`src/hdl/fir_pkg.sv`:
```
// shared types and constants for the programmable fir filter
// no dependencies; compile first

package fir_pkg;

	localparam int COEF_BITS    = 16;
	localparam int NUM_COEFS    = 7;
	localparam int CFG_IDX_BITS = 3;
	localparam int TAP_CNT_BITS = 3;

	// adder tree: eight leaves, three registered levels
	localparam int TREE_LEAVES = 8;
	localparam int GROW_BITS   = 3;

	// q4.12 * q2.14 gives q.26, back to q.12
	localparam int FRAC_DROP  = 14;
	localparam int ROUND_HALF = 1 << (FRAC_DROP - 1);

	typedef enum logic [CFG_IDX_BITS-1:0] {
		REG_TAP_COUNT = 3'd0,
		REG_COEF_0    = 3'd1,
		REG_COEF_1    = 3'd2,
		REG_COEF_2    = 3'd3,
		REG_COEF_3    = 3'd4,
		REG_COEF_4    = 3'd5,
		REG_COEF_5    = 3'd6,
		REG_COEF_6    = 3'd7
	} cfg_reg_t;

	localparam logic [TAP_CNT_BITS-1:0] TAP_COUNT_RESET = 3'd3;

	localparam logic signed [COEF_BITS-1:0] COEF_RESET [NUM_COEFS] = '{
		16'sd4096, 16'sd8192, 16'sd4096, 16'sd0, 16'sd0, 16'sd0, 16'sd0
	};

	// per-cycle control handed to every cell
	typedef struct packed {
		logic adv;    // pipeline moves
		logic shift;  // a sample request is taken, history shifts
		logic clr;    // first sample of a block
	} cell_ctl_t;

endpackage

```
`src/hdl/fir_sum.sv`:
```
// registered adder tree over the tap products, three levels
// depends on fir_pkg

module fir_sum #(
	parameter int MAX_TAPS = 7,
	parameter int PROD_W   = 32,
	parameter int ACC_W    = 35
) (
	input  logic                     clk,
	input  logic                     adv,
	input  logic signed [PROD_W-1:0] prod [MAX_TAPS],
	output logic signed [ACC_W-1:0]  sum_s4
);
	import fir_pkg::*;

	logic signed [ACC_W-1:0] leaf [TREE_LEAVES];
	logic signed [ACC_W-1:0] lvl_s2 [TREE_LEAVES/2];
	logic signed [ACC_W-1:0] lvl_s3 [TREE_LEAVES/4];

	for (genvar i = 0; i < TREE_LEAVES; i++) begin : g_leaf
		if (i < MAX_TAPS) begin : g_tap
			assign leaf[i] = ACC_W'(prod[i]);
		end else begin : g_pad
			assign leaf[i] = '0;
		end
	end

	always_ff @(posedge clk) begin
		if (adv) begin
			for (int i = 0; i < TREE_LEAVES/2; i++) begin
				lvl_s2[i] <= leaf[2*i] + leaf[2*i+1];
			end
			for (int i = 0; i < TREE_LEAVES/4; i++) begin
				lvl_s3[i] <= lvl_s2[2*i] + lvl_s2[2*i+1];
			end
			sum_s4 <= lvl_s3[0] + lvl_s3[1];
		end
	end

endmodule

```
`config.mk`:
```
export PLATFORM = sky130hd
export DESIGN_NAME = fir_sum
export DESIGN_NICKNAME = d
export VERILOG_FILES = /design/src/hdl/fir_pkg.sv /design/src/hdl/fir_sum.sv
export SDC_FILE = /design/constraint.sdc
export NUM_CORES = 1
export LEC_CHECK = 0
export ABC_AREA = 1
export BUFFER_PORTS_ARGS = -buffer_cell sky130_fd_sc_hd__buf_2
export CAP_MARGIN = 20
export CORE_ASPECT_RATIO = 1.75
export CORE_MARGIN = 2
export CORE_UTILIZATION = 45
export DETAILED_ROUTE_END_ITERATION = 6
export GPL_ROUTABILITY_DRIVEN = 0
export PLACE_DENSITY = 0.65
export SLEW_MARGIN = 0
export SYNTH_ARGS = -nofsm -noshare
export SYNTH_HDL_FRONTEND = slang
export SYNTH_SLANG_ARGS = --single-unit
export TNS_END_PERCENT = 50
```
`constraint.sdc`:
```
create_clock -name clk -period 4.5 [get_ports clk]
set_input_delay 0.9 -clock clk [delete_from_list [all_inputs] [get_ports clk]]
set_output_delay 0.9 -clock clk [all_outputs]
set_load 0.02 [all_outputs]
```
Word level (Yosys, flattened, before mapping)
Memories as Yosys holds them, arrays and structs flattened. Cells that the tools add are included.

Add/subtract/negate cells: 6. Muxes and demuxes: 2.

Operators by type and width (count): 35-bit adder (3); 32-bit by 32-bit adder with 33-bit output (3); 1-bit two-way mux (2).

Flip-flop bits (word level): 35. RAM bits: 210. Output and inout bits: 35. Word-level logic and storage cells: 11. Memories kept: 2.

Memories: lvl_s2 (words 4, width 35, rd ports 4, clocked after Yosys merged registers in 0, write ports 4, RTL line fir_sum.sv:17) `logic signed [ACC_W-1:0] lvl_s2 [TREE_LEAVES/2];`; lvl_s3 (words 2, width 35, rd ports 2, clocked after Yosys merged registers in 0, write ports 2, RTL line fir_sum.sv:18) `logic signed [ACC_W-1:0] lvl_s3 [TREE_LEAVES/4];`.

Logic depth before layout (Yosys ltp)
Depth after elaboration: 2. Depth in mapped cells: 14. Depth with buffers taken out: 14.

Worst setup path after synthesis
No wires, ideal clock.

Kind: input -> register. From: input prod[96] (netlist bit). To: memory lvl_s2[1][30], data pin. Data arrival time: 2.196 ns. Required time: 4.248 ns. Setup slack: 2.052 ns. Cell stages on the path: 12. Path buffers: 0. Path through: ha_1 fa_1 nand3_1 nand2_2 nand3_1 nand2_2 nand2_1 nand2_2 nand2_1 nand2_1 nand2_1 nand2_1.

RTL lines: from (decl) (RTL line fir_sum.sv:11) `input logic signed [PROD_W-1:0] prod [MAX_TAPS],`; to (decl) (RTL line fir_sum.sv:17).

==> flow_summary.json <==
{
  "status": "finished, violations left",
  "violations": "design-rule violations",
  "period_share_pct": 55.9,
  "rsz0062_at_grt": "no",
  "die_h_um": 290,
  "ant_nets": 0,
  "p_comb_share_pct": 48.3,
  "synth.largest_area_cell": "edfxtp_1",
  "holdPathStages": 1,
  "drive_gt1_share_pct": 11.9,
  "fp.dieW_um": 167,
  "layout_commonest_cell": "nand2_1",
  "rr_startpoint": "lvl_s3[0][35]",
  "cts-resized-gates": 0,
  "final_max_slew_viol_count": 0,
  "postCtsSetupRepairBufs": 0,
  "cp.arrival_ns": 2.80,
  "remaining_drc_errors": 7,
  "slowest_stage": "edfxtp_1",
  "cts.sinks": 236,
  "hp-class": "in -> reg",
  "setup_viol": 0,
  "finalHoldViolations": 0,
  "detail_route.first_pass.iterations": 7,
  "grt_overflow_total": 0,
  "vias": 20400,
  "hold_buffers": 0,
  "synth_area_leaders": "edfxtp_1 34%, nand2_1 18%, ha_1 12%, inv_1 8.8%, nor2_1 5.6%",
  "tns_ns": 0,
  "gr-usage-all-layers_pct": 25.5,
  "ir_drop_mv": 0.256,
  "r2r-end": "sum_s4[32]",
  "maxCapViolCount": 0,
  "p_leak_nw": 12.4,
  "max_freq_mhz": 398,
  "syn-cell-area_um2": 21000,
  "synthesis.nets": 3433,
  "start_util_pct": 45.5,
  "area_delta_synth_final_pct": 13.5,
  "clock_power_share_pct": 19.0,
  "period_needed_ns": 2.52,
  "grt_pass1_vias": 20100,
  "hold-path-endpoint": "lvl_s2[3][22]",
  "critPathBufInv": 2,
  "placed_area_um2": 23000,
  "syn-instance-count": 3005,
  "skew_ns": 0.0175,
  "numCtsBuffers": 23,
  "viasPerCell": 5.24,
  "critical-path-top-delay-family": "simple AND/OR/NAND/NOR gates",
  "most-common-layout-cells": "1003 x nand2_1, 493 x inv_1, 311 x nor2_1",
  "p_int_mw": 5.95,
  "p_seq_share_pct": 32.7,
  "clkSlewWorstSetupHoldPaths_ns": 0.07,
  "dieArea_um2": 48400,
  "worstPathCellList": "ha_1 -> inv_1 -> fa_1 -> inv_1 -> nand3_1 -> nand3_1 -> nand2_1 -> nand2_1 -> nand2_1 -> nand2_2 -> nand2_1 -> nand3_1 -> nand2_1",
  "drt-total-wl_um": 63200,
  "synth-warning-count": 0,
  "cts_max_level": 1,
  "min_from": "prod[22]",
  "clock_latency_ns": 0.54,
  "layoutNonFillerInstCount": 3890,
  "cts_tree": "yes",
  "grt_pass1_wl_um": 97700,
  "synth.yosys.seq_area_share_pct": 33.8,
  "critPathCaptureType": "register",
  "p_switching_mw": 4.45,
  "start_kind": "register",
  "cts_buffer_depth": 3,
  "slowest_delay_ns": 0.50,
  "drtIter0Drc": 1218,
  "core_region_area_um2": 46100,
  "grt_start_max_net_pins": 99,
  "reg2reg_slack_ns": 1.98,
  "cp.required_ns": 4.78,
  "synth_top_area_share_pct": 33.8,
  "p_sw_share_pct": 42.8,
  "powerDensity_nw_per_um2": 437,
  "syn_area_per_cell_um2": 6.98,
  "rows": 104,
  "detail_route.wl_per_cell_um": 16.2,
  "placed_cells": 3849,
  "synth_cell_types": 28,
  "r2r_cells": 13,
  "root_buffer": "clkbuf_16",
  "critPathLaunch": "lvl_s3[0][35]",
  "path_max_fanout": 3,
  "antenna_found_initial": 1,
  "critPathKind": "reg -> reg",
  "tightest_slew_ns": 0.810,
  "ios": 261,
  "hold_ws_ns": 0.530,
  "yosys_register_bits": 236,
  "design_area_um2": 23800,
  "cp_common_cell": "nand2_1",
  "n_antenna_cell": 0,
  "maxSlewHeadroom_pct": 46.0,
  "hpwl_um": 54400,
  "nNetsFinal": 3719,
  "portBuffers": 260
}
## how the worst max path moves through the flow
stage	endpoint	slack (ns)	cells after the start
2_1_floorplan	lvl_s2[1][30]	2.05	12
3_3_place_gp	lvl_s2[1][33]	1.69	13
3_5_place_dp	lvl_s2[1][33]	1.66	13
4_1_cts	sum_s4[32]	1.93	13
5_1_grt	sum_s4[32]	1.84	13
6_report	sum_s4[32]	1.98	13
## layout make-up
cell class	count	area, um2
clock inverter	17	178
sequential	236	7090
inverter	493	1850
tap	583	729
fill	4568	22300
multi-input combinational	2274	12000
clock buffer	24	579
timing repair buffer	263	1350
## synthesized netlist by cell type
master    count
nand2_1    1003
inv_1       493
nor2_1      311
edfxtp_1    236
a21oi_1     205
ha_1        196
nand3_1     134
o21ai_0     107
xor2_1       92
nand2_2      57
nor3_1       42
nand4_1      34
o21bai_1     24
nor2_2       14
a21o_1       11
nand3_2       8
a21oi_2       6
fa_1          6
xnor2_1       5
a21boi_0      4
nor4_2        4
nor2_4        3
nor3_2        3
and2_1        2
nor4_1        2
buf_2         1
clkbuf_1      1
o21a_1        1
## per-stage QoR
stage,power [mW],util [%],setup slack (ns)
after detailed placement,8.43,50.0,1.66
after global placement,8.36,50.0,1.69
final,10.4,51.7,1.98
after global routing,11.1,51.7,1.84
after floorplan,6.85,-,2.05
after CTS,10.4,51.7,1.93
## state kept, by name, indices dropped and copies added, names as in the netlist
register  count
sum_s4       35
lvl_s3       70
lvl_s2      131
## power groups by stage
stage / registers (mW) / clock network, mW / logic (mW)
final: 3.40 / 1.97 / 5.03
after global routing: 3.44 / 2.08 / 5.62
after CTS: 3.42 / 2.01 / 4.99
after detailed placement: 3.46 / 0 / 4.97
after global placement: 3.45 / 0 / 4.92
after floorplan: 3.54 / 0 / 3.31
## kinds of logic (layout without fill, tap and decap cells)
family | after synthesis | in the layout | share of synthesized area, %
AND/OR/NAND/NOR | 1617 | 1617 | 31.9
buffers and inverters | 495 | 797 | 8.87
AO/OA/AOI/OAI | 358 | 358 | 9.13
flip-flops | 236 | 236 | 33.8
adder cells (fa/ha/maj) | 202 | 202 | 12.3
XOR/XNOR | 97 | 97 | 4.05
## routing by layer
layer	vias to the layer above	track usage (%)	wire, um	share of wire, %
li1	10300	-	-	-
met5	-	0	13	0.021
met2	708	50.0	33600	53
met4	2	19.4	5200	8.2
met1	9145	24.6	21800	34
met3	260	2.14	2600	4.1
Note: power is estimated with default switching activity, not from simulation.
