$ cat config.mk
export PLATFORM = sky130hd
export DESIGN_NAME = fir_cell
export DESIGN_NICKNAME = d
export VERILOG_FILES = /design/src/hdl/fir_pkg.sv /design/src/hdl/fir_cell.sv
export SDC_FILE = /design/constraint.sdc
export NUM_CORES = 1
export LEC_CHECK = 0
export BUFFER_PORTS_ARGS = -buffer_cell sky130_fd_sc_hd__buf_2
export CAP_MARGIN = 20
export CORE_ASPECT_RATIO = 0.9
export CORE_MARGIN = 10
export CORE_UTILIZATION = 45
export DETAILED_ROUTE_END_ITERATION = 8
export GPL_ROUTABILITY_DRIVEN = 0
export PLACE_DENSITY = 0.63
export SETUP_SLACK_MARGIN = 0.4
export SLEW_MARGIN = 20
export SYNTH_ARGS = -nofsm -noshare
export SYNTH_HDL_FRONTEND = slang
export SYNTH_SLANG_ARGS = --single-unit
$ cat constraint.sdc
create_clock -name clk -period 1.1 [get_ports clk]
set_clock_uncertainty 0.1 [all_clocks]
set_input_delay 0 -clock clk [delete_from_list [all_inputs] [get_ports clk]]
set_output_delay 0 -clock clk [all_outputs]
set_load 0.03 [all_outputs]
$ cat src/hdl/fir_pkg.sv
// shared types and constants for the programmable fir filter
// no dependencies; compile first

package fir_pkg;

	localparam int COEF_BITS    = 16;
	localparam int NUM_COEFS    = 7;
	localparam int CFG_IDX_BITS = 3;
	localparam int TAP_CNT_BITS = 3;

	// adder tree: eight leaves, three registered levels
	localparam int TREE_LEAVES = 8;
	localparam int GROW_BITS   = 3;

	// q4.12 * q2.14 gives q.26, back to q.12
	localparam int FRAC_DROP  = 14;
	localparam int ROUND_HALF = 1 << (FRAC_DROP - 1);

	typedef enum logic [CFG_IDX_BITS-1:0] {
		REG_TAP_COUNT = 3'd0,
		REG_COEF_0    = 3'd1,
		REG_COEF_1    = 3'd2,
		REG_COEF_2    = 3'd3,
		REG_COEF_3    = 3'd4,
		REG_COEF_4    = 3'd5,
		REG_COEF_5    = 3'd6,
		REG_COEF_6    = 3'd7
	} cfg_reg_t;

	localparam logic [TAP_CNT_BITS-1:0] TAP_COUNT_RESET = 3'd3;

	localparam logic signed [COEF_BITS-1:0] COEF_RESET [NUM_COEFS] = '{
		16'sd4096, 16'sd8192, 16'sd4096, 16'sd0, 16'sd0, 16'sd0, 16'sd0
	};

	// per-cycle control handed to every cell
	typedef struct packed {
		logic adv;    // pipeline moves
		logic shift;  // a sample request is taken, history shifts
		logic clr;    // first sample of a block
	} cell_ctl_t;

endpackage

$ cat src/hdl/fir_cell.sv
// tap cell: registers its product; with KEEP, holds a history sample for the next cell
// depends on fir_pkg

module fir_cell #(
	parameter int SAMPLE_BITS = 16,
	parameter bit FIRST       = 1'b0,
	parameter bit KEEP        = 1'b1
) (
	input  logic                                            clk,
	input  logic                                            arst_n,
	input  fir_pkg::cell_ctl_t                              ctl,
	input  logic                                            tap_on,
	input  logic signed [fir_pkg::COEF_BITS-1:0]            coef,
	input  logic signed [SAMPLE_BITS-1:0]                   left,
	output logic signed [SAMPLE_BITS-1:0]                   hist,
	output logic signed [SAMPLE_BITS+fir_pkg::COEF_BITS-1:0] prod_s1
);
	import fir_pkg::*;

	localparam int PROD_W = SAMPLE_BITS + COEF_BITS;

	logic signed [SAMPLE_BITS-1:0] tap_sample;
	logic signed [PROD_W-1:0]      prod;

	// the current sample is never cleared, only the past ones
	assign tap_sample = (!FIRST && ctl.clr) ? '0 : left;

	// kept apart from the zero fill so the multiply stays signed
	always_comb begin
		prod = '0;
		if (tap_on) begin
			prod = tap_sample * coef;
		end
	end

	always_ff @(posedge clk) begin
		if (ctl.adv) begin
			prod_s1 <= prod;
		end
	end

	if (KEEP) begin : g_hist
		logic signed [SAMPLE_BITS-1:0] hist_q;

		always_ff @(posedge clk or negedge arst_n) begin
			if (!arst_n) begin
				hist_q <= '0;
			end else if (ctl.shift) begin
				hist_q <= tap_sample;
			end
		end

		assign hist = hist_q;
	end else begin : g_no_hist
		assign hist = '0;
	end

endmodule

---- Yosys cells after proc, flatten, opt, wreduce, memory -nomap -nowiden ----
Cells that the tools add are included.
storage, ports and cells
  register bits after elaboration ......... 48
  word-level logic and storage cells ...... 4
  output and inout port bits .............. 48
  input port bits ......................... 38
operators by class
  multipliers ............................. 1
  mux-type cells .......................... 1
operators by type and width
  operator                      count
  multiplier 16 x 16 -> 32 bit  1
  two-way mux 16 bit            1

---- Longest topological paths before layout ----
Gate-level depths: netlist (run 1).
  word-level depth ........................ 2
  depth in mapped cells ................... 23
  gate-level depth less buffers ........... 21

---- Worst setup path before layout (run 1) ----
Ideal clock, no wire load.
  path type ............................... input port to flip-flop
  start point ............................. input ctl[0] (netlist bit)
  end point ............................... register prod_s1[27] (netlist bit) (data pin)
  stages .................................. 20
  library setup time ...................... 0.266 ns
  path buffers ............................ 2
  data required time ...................... 0.734 ns
  data arrival time ....................... 5.999 ns
  slack ................................... -5.265 ns
  cell sequence ........................... clkbuf_1 nor2b_1 clkbuf_1 nand2_1 inv_1 fa_1 fa_1 fa_1 fa_1 fa_1 inv_1 fa_1 inv_1 ha_1 a21o_1 a31o_2 or4_4 a311oi_2 xor2_1 nor2_1
on the way
  cells in the longest elaborated chain, start to end .. 2
RTL lines
  what                          line            RTL
  from (decl)                   fir_cell.sv:11  input fir_pkg::cell_ctl_t ctl,
  two-way mux 16 bit            fir_cell.sv:26  assign tap_sample = (!FIRST && ctl.clr) ? '0 : left;
  multiplier 16 x 16 -> 32 bit  fir_cell.sv:32  prod = tap_sample * coef;
  to (signal assigned)          fir_cell.sv:38  prod_s1 <= prod;
  to (decl)                     fir_cell.sv:16  output logic signed [SAMPLE_BITS+fir_pkg::COEF_BITS-1:0] prod_s1
Every way passes these cells.
A chain may end at the register's enable or synchronous reset.

---- Worst setup path in the final report (run 1) ----
Same ends and word-level chain as after synthesis.

==> reports/qor.yml, run 1 <==
status: "finished, violations left"
violations: "hold timing, setup timing"
yosysWarningCount: 0
via_per_inst: 4.98
ys_ff_latch: 48
synth_flop_cell: "edfxtp_1"
post-route-period-util_pct: 511
dpl.cell_count: 1788
n_fill_cell: 1992
fin_hold_ws_ns: -0.0651
layout_common_cells: "269 x inv_1, 248 x fa_1, 169 x buf_4"
drv_slew: 0
ios: 86
synth_top_family_by_area: "adder cells"
cpMostUsedCell: "fa_1"
htree_levels: 2
clock_sinks: 48
antenna_left: 0
vias: 9198
die_h_um: 173
die_area_um2: 32800
ys_types: 48
p_switching_mw: 23.5
cap_violations: 0
synthMuxAreaShare_pct: 1.97
cp-start-kind: "input port"
setup_viol_count_final: 33
internal-power_mw: 26.9
drc: 0
rsz0062_at_grt: "yes"
synth_seq_area_share_pct: 11.7
period_minus_slack_ns: 5.62
async_flop_share_pct: 33.3
drtIter0Drc: 419
p_sw_share_pct: 46.6
tightest_slew_ns: 0.464
path_buf_inv: 8
row_count: 55
p_per_area_nw_per_um2: 3090
core_um2: 25300
drt-wirelength-per-cell_um: 18.0
grt_util_all_layers_pct: 21.0
cp_top_family: "adder cells"
cts_root_buf: "clkbuf_16"
timing.final.ws_setup_ns: -4.52
syn_area_um2: 11700
syn_avg_cell_area_um2: 9.69
max_freq_mhz: 178
synth_cells: 1203
crit_slowest_cell: "or4_4"
endpoint_kind: "flip-flop"
cts_buffers: 5
dpl_worst_slack_ns: -4.99
clock_latency_ns: 0.29
drive_gt1_share_pct: 36.2
grt_pass1_wl_mm: 54.9
pwr-share-clk_pct: 3.7
crit_fanout: 8
ctsLongestPathBuffers: 2
syn_nets: 1585
hold_viol_final: 6
crit_required_ns: 1.06
area_delta_synth_final_pct: 39.9
wl_mm: 33.3
power_leakage_nw: 8.01
dieWidth_um: 190
path_clk_slew_ns: 0.08
start_util_pct: 46.1
grt_start_max_net_pins: 27
antenna_found_initial: 3
synth-compound-area-share_pct: 4.92
final_cells: 1848
ir_drop_mv: 5.11
overflow: 0
fin_area_um2: 16300
synth_edf_count: 32
layout_commonest_cell: "inv_1"
synthAdderAreaFrac_pct: 53.8
cpPeakStageDelay_ns: 0.58
worstPathArrival_ns: 5.58
cts_tree: "yes"
final_nets: 1884
p_seq_share_pct: 6.8
grt_pass1_vias: 10627
crit_chain: "buf_12 -> buf_16 -> nor2b_4 -> buf_12 -> buf_12 -> nand2_1 -> fa_1 -> inv_1 -> fa_1 -> fa_1 -> fa_1 -> fa_1 -> inv_1 -> fa_1 -> inv_1 -> ha_4 -> buf_4 -> nand2_1 -> o21ai_2 -> or4_4 -> a311oi_2 -> xor2_1 -> nor2_1"
portBuffers: 85
cts_hold_buf: 1
worstSetupPathType: "input port to flip-flop"
placedInstanceArea_um2: 14400
dp_hpwl_mm: 26.5
combPwrFrac_pct: 89.4
yosys.area_share.simple_pct: 15.2
slew_headroom_pct: 69.1
drtPass1Iterations: 5
synthXorXnorAreaFrac_pct: 1.95
hp-class: "input port to flip-flop"
==> through the flow <==
step | total power, mW | utilization [%] | setup TNS, ns | hold slack (ns)
after detailed placement | 39.8 | 56.7 | -127.10 | -0.131
final | 50.4 | 64.4 | -112.76 | -0.0651
after floorplan | 26.6 | - | -108.43 | -0.396
after global placement | 39.2 | 56.7 | -126.22 | -0.135
after CTS | 47.8 | 63.2 | -111.96 | -0.0584
after global routing | 55.0 | 64.4 | -117.51 | -0.0679
==> repair_timing <==
action	CTS	global route
cloned	5	1
hold endpoints to repair	22	6
gates resized for setup	272	62
buffers inserted	34	8
endpoints found under the setup margin	96	96
pin swaps	105	43
==> cell families after synthesis <==
kind of cell	after synthesis
AND/OR/NAND/NOR	355
adder cells (fa/ha/maj)	344
flip-flops	48
buffers and inverters	326
XOR/XNOR	26
AO/OA/AOI/OAI	83
multiplexers	21
==> synth_stat cells (5+ instances only) <==
cell | number | area (µm²)
clkbuf_1 | 38 | 143
edfxtp_1 | 32 | 961
nor2_1 | 38 | 143
and2_1 | 126 | 788
o21ai_0 | 13 | 65.1
nand2b_1 | 10 | 62.6
nand2_1 | 135 | 507
a21oi_1 | 23 | 115
inv_1 | 286 | 1070
ha_1 | 82 | 1030
xnor2_1 | 17 | 149
nor2b_1 | 16 | 100
nand3_1 | 9 | 45.0
nor3_1 | 7 | 35.0
fa_1 | 262 | 5250
a21o_1 | 10 | 75.1
mux2_2 | 16 | 180
xor2_1 | 9 | 78.8
mux2i_1 | 5 | 50.1
o21bai_1 | 5 | 37.5
o21a_1 | 5 | 37.5
dfrtp_1 | 16 | 400
==> sequential cells by signal, indices dropped and copies added, names as in the netlist <==
signal   flops
hist        16
prod_s1     32
==> per-layer routing <==
layer	vias up	GRT usage (%)	routed length (µm)
li1	4196	-	-
met1	4724	24.9	13200
met2	204	38.4	18100
met3	74	2.82	1050
met4	0	6.44	1030
met5	-	0	0
==> final timing paths <==
path | end | slack, ns | from | cells after the start
setup / recovery | prod_s1[27]$_SDFFCE_PN0P_ | -4.52 | ctl[0] | 23
hold / removal | prod_s1[9]$_SDFFCE_PN0P_ | -0.07 | ctl[2] | 1
setup reg to reg | hist[6]$_DFFE_PN0P_ | 0.17 | hist[6]$_DFFE_PN0P_ | 1
hold reg to reg | hist[10]$_DFFE_PN0P_ | 0.44 | hist[10]$_DFFE_PN0P_ | 1
max in group asynchronous | hist[3]$_DFFE_PN0P_ | 0.45 | arst_n | 2
min in group asynchronous | hist[6]$_DFFE_PN0P_ | 0.09 | arst_n | 2
==> power groups by stage <==
stage / registers, mW / logic, mW / clock network [mW]
after floorplan: 4.44 / 22.1 / 0
after global placement: 3.30 / 35.9 / 0
after detailed placement: 3.31 / 36.5 / 0
after CTS: 3.42 / 42.5 / 1.90
after global routing: 3.49 / 49.5 / 1.96
final: 3.44 / 45.0 / 1.87
==> cell type report <==
cell class              count  area [µm²]  area share, %
diodes                      3        7.51         0.0460
clock buffers               6         139          0.851
clock inverters             2        38.8          0.238
inverters                 287        1080           6.60
multi-input cells         829       10100           61.9
flip-flops and latches     48        1380           8.47
well taps                 342         428           2.62
repair buffers            331        3140           19.3
Power figures use the tool's default switching activity.
==> run 2: changes to the inputs <==
--- a/config.mk
+++ b/config.mk
@@ -10,6 +10,8 @@
 export CORE_ASPECT_RATIO = 0.9
 export CORE_MARGIN = 10
 export CORE_UTILIZATION = 45
+export CTS_BUF_LIST = sky130_fd_sc_hd__clkbuf_8
+export CTS_CLUSTER_DIAMETER = 200
 export DETAILED_ROUTE_END_ITERATION = 8
 export GPL_ROUTABILITY_DRIVEN = 0
 export PLACE_DENSITY = 0.63
==> reports/qor.yml, run 2 (same netlist as run 1, synthesis figures left out) <==
status: "finished, violations left"
violations: "hold timing, setup timing"
layout_commonest_cell: "inv_1"
tns_ns: -112.37
largest_reg_flops: 32
die_h_um: 173
vias: 9260
n_fill_cell: 1981
cts_hold_buf: 1
row_count: 55
cap_violations: 0
dpl.cell_count: 1788
p_sw_share_pct: 46.9
drc: 0
routed.top_layer: "met4"
hp-class: "input port to flip-flop"
grt_util_all_layers_pct: 21.5
worstPathArrival_ns: 5.55
hold_viol_final: 6
crit_fanout: 7
setup_viol_count_final: 33
endpoint_kind: "flip-flop"
ff_latch_area_um2: 1380
p_switching_mw: 23.4
portBuffers: 85
path_clk_slew_ns: 0.11
p_per_area_nw_per_um2: 3060
crit_chain: "buf_12 -> buf_12 -> nor2b_4 -> buf_12 -> buf_16 -> and2_1 -> fa_1 -> inv_1 -> fa_2 -> fa_2 -> fa_1 -> inv_1 -> fa_1 -> inv_1 -> fa_1 -> inv_2 -> ha_4 -> a21o_1 -> a22o_4 -> or4_4 -> a311oi_2 -> xor2_1 -> nor2_1"
final_cells: 1856
cts_buffers: 5
worstSetupPathType: "input port to flip-flop"
dp_hpwl_mm: 26.5
fin_hold_ws_ns: -0.101
crit_required_ns: 1.10
max_freq_mhz: 180
timing.final.ws_setup_ns: -4.45
rsz0062_at_grt: "yes"
htree_levels: 2
largest_register: "prod_s1"
overflow: 0
cts_tree: "yes"
drtIter0Drc: 445
clock_latency_ns: 0.32
cts_root_buf: "clkbuf_8"
antenna_found_initial: 7
drtPass1Iterations: 5
power_leakage_nw: 8.01
ios: 86
drive_gt1_share_pct: 37.4
layout_common_cells: "264 x inv_1, 245 x fa_1, 175 x buf_4"
antenna_left: 0
grt_pass1_wl_mm: 56.5
start_util_pct: 46.1
grt_pass1_vias: 10715
met1_length_mm: 13.3
die_area_um2: 32800
tightest_slew_ns: 0.467
cp-start-kind: "input port"
met2WireLength_mm: 18.3
area_delta_synth_final_pct: 40.3
multiInputGateArea_um2: 10100
core_um2: 25300
drt-wirelength-per-cell_um: 18.2
post-route-util_pct: 64.6
grt_start_max_net_pins: 27
cpMostUsedCell: "fa_1"
post-route-period-util_pct: 505
wl_met3_mm: 1.11
crit_slowest_cell: "or4_4"
wl_mm: 33.9
via_per_inst: 4.99
p_seq_share_pct: 6.9
ir_drop_mv: 5.11
dieWidth_um: 190
slew_headroom_pct: 68.8
ctsLongestPathBuffers: 2
drv_slew: 0
pwr-share-clk_pct: 2.9
design_power_total_mw: 50.0
combPwrFrac_pct: 90.2
final_nets: 1889
internal-power_mw: 26.6
cpPeakStageDelay_ns: 0.58
period_minus_slack_ns: 5.55
clock_sinks: 48
-- run 2: cell types whose count changed in the layout (fill, tap and decap cells not counted), moves of 5 or more --
cell,change
clkbuf_16,-5
inv_1,-5
inv_2,+5
clkbuf_8,+5
buf_6,-6
nand2_2,+5
buf_4,+6
-- run 2: critical path: cells and delay by family --
family,cells,cell delay [ns]
fa+ha+maj,7,3.06
simple gates,4,0.86
xor+xnor,1,0.16
compound gates,3,0.74
buf+inv,8,0.72
-- run 2: what timing repair did --
item / CTS / global route
resized for setup: 309 / 36
setup endpoints to repair: 96 / 96
buffers inserted: 38 / 10
pin swaps: 147 / 48
gates cloned: 5 / 0
hold endpoints to repair: 22 / 6
-- run 2: power groups by stage --
stage	registers, mW	clock network [mW]	logic, mW
floorplan	4.44	0	22.1
global placement	3.30	0	35.9
detailed placement	3.31	0	36.5
CTS	3.41	1.46	43.4
global route	3.50	1.52	49.6
finish	3.44	1.47	45.1
-- run 2: worst paths after layout --
path,start,end,slack [ns],depth (start not counted)
setup / recovery,ctl[0],prod_s1[27]$_SDFFCE_PN0P_,-4.45,23
hold / removal,ctl[2],prod_s1[9]$_SDFFCE_PN0P_,-0.10,1
setup reg to reg,hist[6]$_DFFE_PN0P_,hist[6]$_DFFE_PN0P_,0.17,1
hold reg to reg,hist[2]$_DFFE_PN0P_,hist[2]$_DFFE_PN0P_,0.44,1
max in group asynchronous,arst_n,hist[3]$_DFFE_PN0P_,0.49,2
min in group asynchronous,arst_n,hist[6]$_DFFE_PN0P_,0.05,2
-- run 2: layout make-up --
class / instances / area share (%)
Tap cell: 342 / 2.62
Sequential cell: 48 / 8.44
Multi-Input combinational cell: 829 / 61.9
Clock inverter: 2 / 0.237
Clock buffer: 6 / 0.505
Antenna cell: 6 / 0.0918
Timing Repair Buffer: 336 / 19.6
Inverter: 287 / 6.59
-- run 2: layer usage --
layer | up-vias | track usage (%)
li1 | 4199 | -
met1 | 4791 | 25.7
met2 | 195 | 39.7
met3 | 75 | 2.29
met4 | 0 | 6.11
met5 | - | 0
-- run 2: metrics by stage --
stage | worst slack, ns | instance area, µm²
3_5_place_dp | -4.99 | 14400
5_1_grt | -4.65 | 16400
4_1_cts | -4.46 | 16100
6_report | -4.45 | 16400
2_1_floorplan | -4.67 | 12100
3_3_place_gp | -4.98 | 14400
