$ cat config.mk
export PLATFORM = sky130hd
export DESIGN_NAME = fir_out
export DESIGN_NICKNAME = d
export VERILOG_FILES = /design/src/hdl/fir_pkg.sv /design/src/hdl/fir_out.sv
export SDC_FILE = /design/constraint.sdc
export NUM_CORES = 1
export LEC_CHECK = 0
export ABC_AREA = 0
export BUFFER_PORTS_ARGS = -buffer_cell sky130_fd_sc_hd__clkbuf_2
export CORE_AREA = 2 2 58 60
export CTS_CLUSTER_SIZE = 10
export DETAILED_ROUTE_END_ITERATION = 10
export DIE_AREA = 0 0 60 62
export GPL_TIMING_DRIVEN = 1
export HOLD_SLACK_MARGIN = 0.08
export PLACE_DENSITY = 0.7
export SLEW_MARGIN = 25
export SYNTH_ARGS = -nofsm -noshare
export SYNTH_HDL_FRONTEND = slang
export SYNTH_SLANG_ARGS = --single-unit
export TNS_END_PERCENT = 100
$ cat constraint.sdc
create_clock -name clk -period 2 [get_ports clk]
set_input_delay 0.3 -clock clk [delete_from_list [all_inputs] [get_ports clk]]
set_output_delay 0.3 -clock clk [all_outputs]
set_load 0.1 [all_outputs]
$ cat src/hdl/fir_pkg.sv
// shared types and constants for the programmable fir filter
// no dependencies; compile first

package fir_pkg;

	localparam int COEF_BITS    = 16;
	localparam int NUM_COEFS    = 7;
	localparam int CFG_IDX_BITS = 3;
	localparam int TAP_CNT_BITS = 3;

	// adder tree: eight leaves, three registered levels
	localparam int TREE_LEAVES = 8;
	localparam int GROW_BITS   = 3;

	// q4.12 * q2.14 gives q.26, back to q.12
	localparam int FRAC_DROP  = 14;
	localparam int ROUND_HALF = 1 << (FRAC_DROP - 1);

	typedef enum logic [CFG_IDX_BITS-1:0] {
		REG_TAP_COUNT = 3'd0,
		REG_COEF_0    = 3'd1,
		REG_COEF_1    = 3'd2,
		REG_COEF_2    = 3'd3,
		REG_COEF_3    = 3'd4,
		REG_COEF_4    = 3'd5,
		REG_COEF_5    = 3'd6,
		REG_COEF_6    = 3'd7
	} cfg_reg_t;

	localparam logic [TAP_CNT_BITS-1:0] TAP_COUNT_RESET = 3'd3;

	localparam logic signed [COEF_BITS-1:0] COEF_RESET [NUM_COEFS] = '{
		16'sd4096, 16'sd8192, 16'sd4096, 16'sd0, 16'sd0, 16'sd0, 16'sd0
	};

	// per-cycle control handed to every cell
	typedef struct packed {
		logic adv;    // pipeline moves
		logic shift;  // a sample request is taken, history shifts
		logic clr;    // first sample of a block
	} cell_ctl_t;

endpackage

$ cat src/hdl/fir_out.sv
// rounds the q.26 sum to q4.12 (half up) and saturates, with a clip flag
// depends on fir_pkg

module fir_out #(
	parameter int SAMPLE_BITS = 16,
	parameter int ACC_W       = 35
) (
	input  logic                          clk,
	input  logic                          adv,
	input  logic signed [ACC_W-1:0]       sum,
	output logic signed [SAMPLE_BITS-1:0] sample_out,
	output logic                          clipped
);
	import fir_pkg::*;

	localparam int T_W = ACC_W + 1;
	localparam int Y_W = T_W - FRAC_DROP;

	logic signed [T_W-1:0]         rnd;
	logic        [Y_W-1:0]         y;
	logic        [Y_W-SAMPLE_BITS:0] top_bits;
	logic                          sat;
	logic signed [SAMPLE_BITS-1:0] y_sat;
	logic signed [SAMPLE_BITS-1:0] sample_s5;
	logic                          clip_s5;

	assign rnd      = T_W'(sum) + T_W'(ROUND_HALF);
	assign y        = rnd[T_W-1:FRAC_DROP];
	assign top_bits = y[Y_W-1:SAMPLE_BITS-1];
	assign sat      = !((&top_bits) || (~|top_bits));

	always_comb begin
		if (!sat) begin
			y_sat = y[SAMPLE_BITS-1:0];
		end else if (y[Y_W-1]) begin
			y_sat = {1'b1, {(SAMPLE_BITS-1){1'b0}}};
		end else begin
			y_sat = {1'b0, {(SAMPLE_BITS-1){1'b1}}};
		end
	end

	always_ff @(posedge clk) begin
		if (adv) begin
			sample_s5 <= y_sat;
			clip_s5   <= sat;
		end
	end

	assign sample_out = sample_s5;
	assign clipped    = clip_s5;

endmodule
---- Word level (Yosys, flattened, before mapping) ----
Index checks and enable logic that the tools add are counted.
word-level totals
  output and inout bits ................... 17
  bits of input ports ..................... 37
  register bits after elaboration ......... 17
  word-level logic and storage cells ...... 10
cells by class
  mux-type cells .......................... 2
  $add $sub $neg .......................... 1
  reduce and logical (&&, ||, !) cells .... 5
operators by type and width
  operator                                                          number
  35-bit by 15-bit adder with 36-bit output, second input constant  1
  16-bit two-way mux                                                2
  7-bit AND reduction                                               1
  7-bit OR reduction                                                1
  1-bit logical NOT                                                 2
  1-bit logical OR                                                  1

---- Longest topological paths before layout ----
Gate-level depths: netlist of run 1.
  depth after elaboration ................. 5
  mapped depth ............................ 9
  gate-level depth less buffers ........... 7

---- Least setup slack after synthesis of run 1 ----
No wires, ideal clock.
  path kind ............................... input to register
  from .................................... input port sum[13]
  to ...................................... register sample_s5[10], in the netlist sample_out[10], data pin
  setup slack ............................. -0.165 ns
  data required time ...................... 1.742 ns
  path buffers ............................ 1
  stages on the path ...................... 8
  data arrival time ....................... 1.907 ns
  cell sequence ........................... ha_1 nand4_2 nor2_2 nand2_1 o41a_1 o31ai_4 buf_6 a21oi_2
between the ends
  cells in the longest elaborated chain, start to end .. 5
ends and longest elaborated chain
  what                                           line           RTL
  start: declaration                             fir_out.sv:10  input logic signed [ACC_W-1:0] sum,
  35-bit by 15-bit adder with 36-bit output (*)  fir_out.sv:27  assign rnd = T_W'(sum) + T_W'(ROUND_HALF);
  7-bit OR reduction                             fir_out.sv:30  assign sat = !((&top_bits) || (~|top_bits));
  1-bit logical NOT                              fir_out.sv:30
  1-bit logical OR                               fir_out.sv:30
  16-bit two-way mux (*)                         fir_out.sv:33  if (!sat) begin
  via y_sat[10]                                  fir_out.sv:23  logic signed [SAMPLE_BITS-1:0] y_sat;
  end signal: assignment                         fir_out.sv:44  sample_s5 <= y_sat;
  end: declaration                               fir_out.sv:24  logic signed [SAMPLE_BITS-1:0] sample_s5;
Mark *: on every way through the listed nets, which the timed path passes. The rest lies on a longest branch.
A chain may end at the register's enable or synchronous reset.

---- Worst setup path after layout of run 1 ----
  from .................................... input port sum[13]
  to ...................................... register sample_s5[4], in the netlist sample_out[4], data pin
Same word-level chain as after synthesis.

==> impl_metrics.env, run 1 <==
export IMPL_die_area_um2=3720
export IMPL_drt_first_iter_violations=20
export IMPL_grt_use_total_pct=14.9
export IMPL_area_delta_synth_final_pct=43.2
export IMPL_htreeDepth=1
export IMPL_die_x_um=60
export IMPL_drv_slew=0
export IMPL_dp_hpwl_um=2200
export IMPL_finalWirelength_um=2540
export IMPL_outcome="completed"
export IMPL_route_detailed_drc=0
export IMPL_clock_fmax_mhz=538
export IMPL_tritoncts="done"
export IMPL_cpPeakStageDelay_ps=420
export IMPL_fin_crit_ps=1860
export IMPL_critPathCaptureType="flop"
export IMPL_boundaryPins=54
export IMPL_cts_resized=0
export IMPL_cp_max_fo=16
export IMPL_grt_antenna_before_repair=0
export IMPL_fillers=295
export IMPL_numClockSinks=17
export IMPL_ys_ff_latch=17
export IMPL_finalWorstSetupSlack_ps=142
export IMPL_clk_pin_slew_ps=90
export IMPL_cp_arrival_ps=2010
export IMPL_required_ps=2150
export IMPL_maxCapViolations=0
export IMPL_place_area_um2=1650
export IMPL_ir_drop_v=0.000205
export IMPL_hold_viol_final=0
export IMPL_postRouteAntennaNets=0
export IMPL_synth_seq_area_share_pct=43.5
export IMPL_tightest_slew_ps=549
export IMPL_fp_dieH_um=62
export IMPL_drive_gt1_share_pct=54.0
export IMPL_yosysMostFrequentCell="edfxtp_1"
export IMPL_finalPower_mw=1.00
export IMPL_grt_max_degree=18
export IMPL_synth_edf_count=17
export IMPL_synth_cell_area_um2=1170
export IMPL_power_leakage_nw=0.684
export IMPL_worstPathCellList="clkbuf_2, nand3_1, or3_4, o311a_1, nor3_2, o31ai_4, buf_12, a21oi_1"
export IMPL_cts_buffer_depth=2
export IMPL_initial_core_util_pct=36.9
export IMPL_setup_viol=0
export IMPL_synthDistinctLibCells=36
export IMPL_layout_nets=215
export IMPL_grt_first_pass_wirelength_um=4150
export IMPL_gp_congestion=0.871
export IMPL_place_ws_ps=-163
export IMPL_crit_type="input pin to flop"
export IMPL_drt_wirelength_per_cell_um=11.5
export IMPL_syn_nets=147
export IMPL_synth_ff_type="edfxtp_1"
export IMPL_cts_root_buf="clkbuf_4"
export IMPL_synthTopCellsByCount="edfxtp_1, nand2_1, a21oi_2"
export IMPL_rsz0062_at_grt="false"
export IMPL_cts_setup_buffers=0
export IMPL_min_period_over_period_pct=92.9
export IMPL_diodes=0
export IMPL_hold_class="input pin to flop"
export IMPL_grt_overflow=0
export IMPL_viasPerCell=4.83
export IMPL_vias=1073
export IMPL_synth_area_leaders="edfxtp_1, a21oi_2, xnor2_1"
export IMPL_yosys_area_top_type="edfxtp_1"
export IMPL_drtPass1Iterations=4
export IMPL_synth_top_area_share_pct=43.5
export IMPL_yosys_warnings=0
export IMPL_cellPowerDensity_nw_per_um2=597
export IMPL_row_count=21
export IMPL_cts_buffers=3
export IMPL_crit_path_start_kind="input pin"
export IMPL_relSlewSlack_pct=63.5
export IMPL_netlist_instances=109
export IMPL_holdBufCountCts=0
export IMPL_final_area_um2=1680
export IMPL_grt_pass1_vias=985
export IMPL_slowest_stage="or3_4"
export IMPL_synthArstFlopShare_pct=0
export IMPL_io_buffers=40
export IMPL_synth_area_per_cell_um2=10.8
export IMPL_core_area_um2=3180
cell usage in the layout (no fill, tap or decap), types with 3 or more instances in the layout:
cell type	Yosys	final
xor2_1	4	4
and3_1	3	3
clkbuf_4	0	3
clkbuf_2	0	40
a21oi_1	8	8
nand2_1	11	11
nand4_1	4	4
a21oi_2	9	9
nor4_1	3	3
inv_1	4	4
edfxtp_1	17	17
xnor2_1	8	8
nor2_1	6	6
buf_4	0	24
final timing paths:
path,slack [ps],cells after the start,end,start
setup / recovery,140,8,sample_out[4],sum[13]
hold / removal,420,2,sample_out[15],sum[34]
layout make-up:
type	count	area, µm²	share of cell area (%)
inverter	5	18.8	1.12
multi-input combinational	84	646	38.5
tap	46	57.6	3.43
sequential	17	510	30.4
clock buffer	4	26.3	1.56
timing repair buffer	66	420	25.0
report_power, final:
group / switching [mW] / total (mW) / internal, mW / leakage, nW
combinational: 0.303 / 0.395 / 0.0921 / 0.502
clock: 0.0991 / 0.177 / 0.0777 / 0.0150
sequential: 0.00675 / 0.431 / 0.425 / 0.167
metal layers:
layer / wire length, µm / global-route usage [%] / vias up
li1: - / - / 547
met5: 0 / 0 / -
met3: 97 / 1.45 / 4
met4: 69 / 10.2 / 0
met2: 1300 / 25.6 / 28
met1: 1070 / 17.7 / 494
sequential cells by signal, summed over array words and instances, names as in the netlist:
name and count:
sample_out 16, clipped 1
critical path, delay by kind of cell:
family          cells  cell delay (ps)
compound gates      3              590
buf+inv             2              300
simple gates        3              800
cell families (layout without fill, tap and decap cells):
kind of cell,count (synthesis),count (layout),share of synthesized area (%)
simple gates,43,43,22.5
compound gates,27,27,19.0
flops,17,17,43.5
xor+xnor,12,12,8.96
buf+inv,8,75,3.95
fa+ha+maj,1,1,1.07
mux,1,1,0.960
per-stage QoR:
stage               cells  setup TNS (ps)  utilization (%)  hold slack, ps
finish                222               0             52.8             423
global route          222               0             52.8             426
CTS                   222               0             52.8             415
detailed placement    218           -2110             52.0             717
global placement      218           -1640             52.0             715
floorplan             109               0                -             412
No activity file was read; power rests on OpenSTA's default activity.
==> run 2: changes to the inputs <==
--- a/config.mk
+++ b/config.mk
@@ -9,4 +9,5 @@
 export BUFFER_PORTS_ARGS = -buffer_cell sky130_fd_sc_hd__clkbuf_2
 export CORE_AREA = 2 2 58 60
+export CTS_BUF_LIST = sky130_fd_sc_hd__clkbuf_2 sky130_fd_sc_hd__clkbuf_4 sky130_fd_sc_hd__clkbuf_8
 export CTS_CLUSTER_SIZE = 10
 export DETAILED_ROUTE_END_ITERATION = 10
==> constraint.sdc (replaced) <==
create_clock -name clk -period 2 [get_ports clk]
set_input_delay 0.3 -clock clk [delete_from_list [all_inputs] [get_ports clk]]
set_output_delay 0.3 -clock clk [all_outputs]
set_load 0.005 [all_outputs]
==> run 2 against run 1 <==
Wire length decreased by 0.67%. Global-route usage decreased by 0.22 points. Sequential share of layout area fell by 0.068 points. Via count down 0.19%. Critical endpoint unchanged. Count of clock-buffer cells in the layout did not move. Combinational power decreased by 52%. First-iteration DRC count rose by 40%. Utilization grew 0.12 points. Final cell count did not move. Power shrank 20%. Final area up 0.22%.
==> impl_metrics.env, run 2 (synthesized netlist as in run 1, its figures left out) <==
export IMPL_outcome="completed"
export IMPL_io_buffers=40
export IMPL_slowest_stage="or3_4"
export IMPL_clk_pin_slew_ps=90
export IMPL_tightest_slew_ps=396
export IMPL_final_core_util_pct=52.9
export IMPL_die_x_um=60
export IMPL_layout_commonest_cell="clkbuf_2"
export IMPL_drv_slew=0
export IMPL_drt_wirelength_per_cell_um=11.4
export IMPL_crit_type="input pin to flop"
export IMPL_fp_dieH_um=62
export IMPL_power_leakage_nw=0.687
export IMPL_relSlewSlack_pct=73.6
export IMPL_rsz0062_at_grt="false"
export IMPL_finalPower_mw=0.806
export IMPL_grt_first_pass_wirelength_um=4150
export IMPL_hold_viol_final=0
export IMPL_drt_first_iter_violations=28
export IMPL_critPathCaptureType="flop"
export IMPL_min_period_over_period_pct=94.3
export IMPL_layout_nets=215
export IMPL_dp_hpwl_um=2200
export IMPL_area_delta_synth_final_pct=43.5
export IMPL_row_count=21
export IMPL_cts_root_buf="clkbuf_4"
export IMPL_grt_use_total_pct=14.7
export IMPL_cts_setup_buffers=0
export IMPL_mostFrequentLayoutCells="clkbuf_2, buf_4, edfxtp_1"
export IMPL_cp_max_fo=16
export IMPL_grt_pass1_vias=986
export IMPL_core_area_um2=3180
export IMPL_diodes=0
export IMPL_clock_fmax_mhz=530
export IMPL_required_ps=2130
export IMPL_largest_reg_flops=16
export IMPL_crit_path_start_kind="input pin"
export IMPL_drive_gt1_share_pct=54.5
export IMPL_finalWirelength_um=2530
export IMPL_htreeDepth=1
export IMPL_grt_max_degree=18
export IMPL_worstPathCellList="clkbuf_2, nand3_1, or3_4, o311a_1, nor3_2, o31ai_4, buf_12, a21oi_1"
export IMPL_cellPowerDensity_nw_per_um2=479
export IMPL_cts_buffers=3
export IMPL_numClockSinks=17
export IMPL_route_detailed_drc=0
export IMPL_die_area_um2=3720
export IMPL_gp_congestion=0.871
export IMPL_holdBufCountCts=0
export IMPL_vias=1071
export IMPL_grt_overflow=0
export IMPL_setup_tns_final_ps=0
export IMPL_boundaryPins=54
export IMPL_tritoncts="done"
export IMPL_drtPass1Iterations=4
export IMPL_grt_antenna_before_repair=0
export IMPL_maxCapViolations=0
export IMPL_hold_class="input pin to flop"
export IMPL_ir_drop_v=0.000173
export IMPL_critical_path_buf_inv_count=2
export IMPL_setup_viol=0
export IMPL_crit_family="simple AND/OR/NAND/NOR gates"
export IMPL_cts_buffer_depth=2
export IMPL_viasPerCell=4.82
export IMPL_postRouteAntennaNets=0
export IMPL_cts_resized=0
export IMPL_cpPeakStageDelay_ps=420
export IMPL_hold_worst_slack_ps=438
export IMPL_initial_core_util_pct=36.9
export IMPL_cp_arrival_ps=2020
export IMPL_fin_crit_ps=1890
[run 2: final timing paths]
kind | from | end | slack, ps | cells past startpoint
setup / recovery | sum[13] | sample_out[4] | 110 | 8
hold / removal | sum[34] | sample_out[15] | 440 | 2
[run 2: area by class of cell]
type	count	area (µm²)
multi-input cells	84	646
well taps	46	57.6
repair buffers	66	420
inverters	5	18.8
clock buffers	4	30.0
flip-flops and latches	17	510
fillers	297	1500
[run 2: routing by layer]
layer	vias up	track usage, %	part of all wire [%]
met5	-	0	0
li1	548	-	-
met2	28	25.6	53
met3	4	1.45	3.6
met1	491	17.8	43
met4	0	8.25	0.87
[run 2: per-stage QoR]
| stage | instance area [µm²] | worst slack [ps] | instances |
|---|---|---|---|
| global placement | 1650 | -131 | 218 |
| finish | 1680 | 113 | 222 |
| global route | 1680 | 41.3 | 222 |
| floorplan | 1200 | 36.5 | 109 |
| detailed placement | 1650 | -163 | 218 |
| CTS | 1680 | 137 | 222 |
[run 2: where the power goes]
group          leakage [nW]  internal, mW  switching [mW]
logic                 0.502        0.0924          0.0977
registers             0.167         0.425         0.00670
clock network        0.0184        0.0910          0.0933
total                 0.687         0.608           0.198
==> run 3: changes to the inputs <==
- CORE_AREA: 2 2 58 60 -> 2 2 56 58
- DIE_AREA: 0 0 60 62 -> 0 0 58 60
- PLACE_DENSITY: 0.7 -> 0.74
- TNS_END_PERCENT: 100 -> 5
==> run 3 against run 2 <==
Setup slack worse by 28 ps. Die area down 6.5%. Clock power about the same. Final cell count down 4.1%. Utilization up 6.3 points. Critical path type unchanged. Critical endpoint unchanged.
==> impl_metrics.env, run 3 (synthesized netlist as in run 1, its figures left out) <==
export IMPL_min_period_over_period_pct=95.7
export IMPL_holdBufCountCts=0
export IMPL_finalWirelength_um=2530
export IMPL_hold_class="input pin to flop"
export IMPL_core_area_um2=2900
export IMPL_largest_reg_flops=16
export IMPL_htreeDepth=1
export IMPL_drtPass1Iterations=4
export IMPL_vias=1091
export IMPL_boundaryPins=54
export IMPL_place_area_um2=1640
export IMPL_final_core_util_pct=59.2
export IMPL_crit_path_start_kind="input pin"
export IMPL_tightest_slew_ps=394
export IMPL_row_count=20
export IMPL_startpoint="sum[13]"
export IMPL_die_x_um=58
export IMPL_dp_hpwl_um=2220
export IMPL_cts_buffers=3
export IMPL_cts_root_buf="clkbuf_4"
export IMPL_gp_congestion=0.855
export IMPL_grt_pass1_vias=955
export IMPL_grt_use_total_pct=13.7
export IMPL_area_delta_synth_final_pct=46.6
export IMPL_p_seq_share_pct=53.5
export IMPL_power_leakage_nw=0.707
export IMPL_critPathCaptureType="flop"
export IMPL_hold_start="sum[34]"
export IMPL_cp_arrival_ps=1950
export IMPL_route_detailed_drc=0
export IMPL_drt_wirelength_per_cell_um=11.9
export IMPL_grt_max_degree=18
export IMPL_comb_power_share_pct=24.1
export IMPL_cellPowerDensity_nw_per_um2=469
export IMPL_drive_gt1_share_pct=56.7
export IMPL_layout_nets=219
export IMPL_io_buffers=40
export IMPL_clock_fmax_mhz=522
export IMPL_relSlewSlack_pct=73.7
export IMPL_finalPower_mw=0.806
export IMPL_die_area_um2=3480
export IMPL_outcome="completed"
export IMPL_drt_first_iter_violations=22
export IMPL_cts_buffer_depth=2
export IMPL_grt_antenna_before_repair=0
export IMPL_numClockSinks=17
export IMPL_layout_commonest_cell="clkbuf_2"
export IMPL_rsz0062_at_grt="false"
export IMPL_pwr_share_clk_pct=22.4
export IMPL_tritoncts="done"
export IMPL_viasPerCell=5.12
export IMPL_required_ps=2030
export IMPL_p_sw_share_pct=24.2
export IMPL_p_int_mw=0.611
export IMPL_fp_dieH_um=60
export IMPL_clk_pin_slew_ps=90
export IMPL_initial_core_util_pct=40.4
export IMPL_fin_crit_ps=1910
export IMPL_maxCapViolations=0
export IMPL_final_area_um2=1720
export IMPL_postRouteAntennaNets=0
export IMPL_grt_first_pass_wirelength_um=3760
export IMPL_ir_drop_v=0.000338
export IMPL_drv_slew=0
export IMPL_cp_max_fo=11
export IMPL_hold_viol_final=0
export IMPL_hold_depth=2
export IMPL_diodes=0
export IMPL_mostFrequentLayoutCells="clkbuf_2, buf_4, edfxtp_1"
export IMPL_switchingPower_mw=0.195
export IMPL_setup_viol=0
export IMPL_crit_type="input pin to flop"
export IMPL_grt_overflow=0
-- run 3: cell types whose count changed in the layout (fill, tap and decap cells not counted) --
| cell | before | now |
|---|---|---|
| a31oi_4 | 0 | 1 |
| a21oi_2 | 9 | 10 |
| a21oi_1 | 8 | 7 |
| a31oi_1 | 2 | 1 |
| buf_6 | 0 | 1 |
| buf_4 | 24 | 27 |
| buf_2 | 0 | 1 |
| clkbuf_2 | 40 | 39 |
-- run 3: area by class of cell --
class                      instances  area [µm²]
fill                             240        1180
sequential                        17         510
multi-input combinational         84         664
clock buffer                       4        30.0
timing repair buffer              70         454
inverter                           5        18.8
tap                               33        41.3
-- run 3: what timing repair did --
item                                    4_1_cts  5_1_grt
endpoints found under the setup margin        0       15
buffers inserted                              0        2
gates resized for setup                       0        7
-- run 3: final timing paths --
kind,to,slack [ps]
hold / removal,sample_out[15],440
setup / recovery,sample_out[4],90
-- run 3: per-stage QoR --
| stage | instances | setup WS (ps) | TNS [ps] | hold slack, ps |
|---|---|---|---|---|
| detailed placement | 207 | -249 | -3470 | 699 |
| global route | 213 | 4.48 | 0 | 447 |
| CTS | 211 | 36.0 | 0 | 441 |
| global placement | 207 | -173 | -2380 | 701 |
| floorplan | 109 | -15.7 | -138 | 412 |
| finish | 213 | 85.7 | 0 | 441 |
-- run 3: power by group through the flow --
stage	Clock (mW)	Sequential (mW)	Combinational, mW
after global placement	0	0.439	0.182
final	0.181	0.431	0.194
after global routing	0.198	0.435	0.211
after detailed placement	0	0.440	0.189
after floorplan	0	0.445	0.0696
after CTS	0.187	0.432	0.189
-- run 3: per-layer routing --
layer / part of all wire, % / track usage (%)
met2: 56 / 27.8
met4: 0 / 4.98
met3: 3.7 / 0.216
met5: 0 / 0
met1: 40 / 15.1
-- run 3: worst max-delay path: stages --
cell	delay (ps)
buf_2	140
ha_4	160
nand4_4	100
buf_4	170
nor2_4	100
nand2_1	70
o41a_1	360
o31ai_4	310
buf_12	170
a21oi_1	60
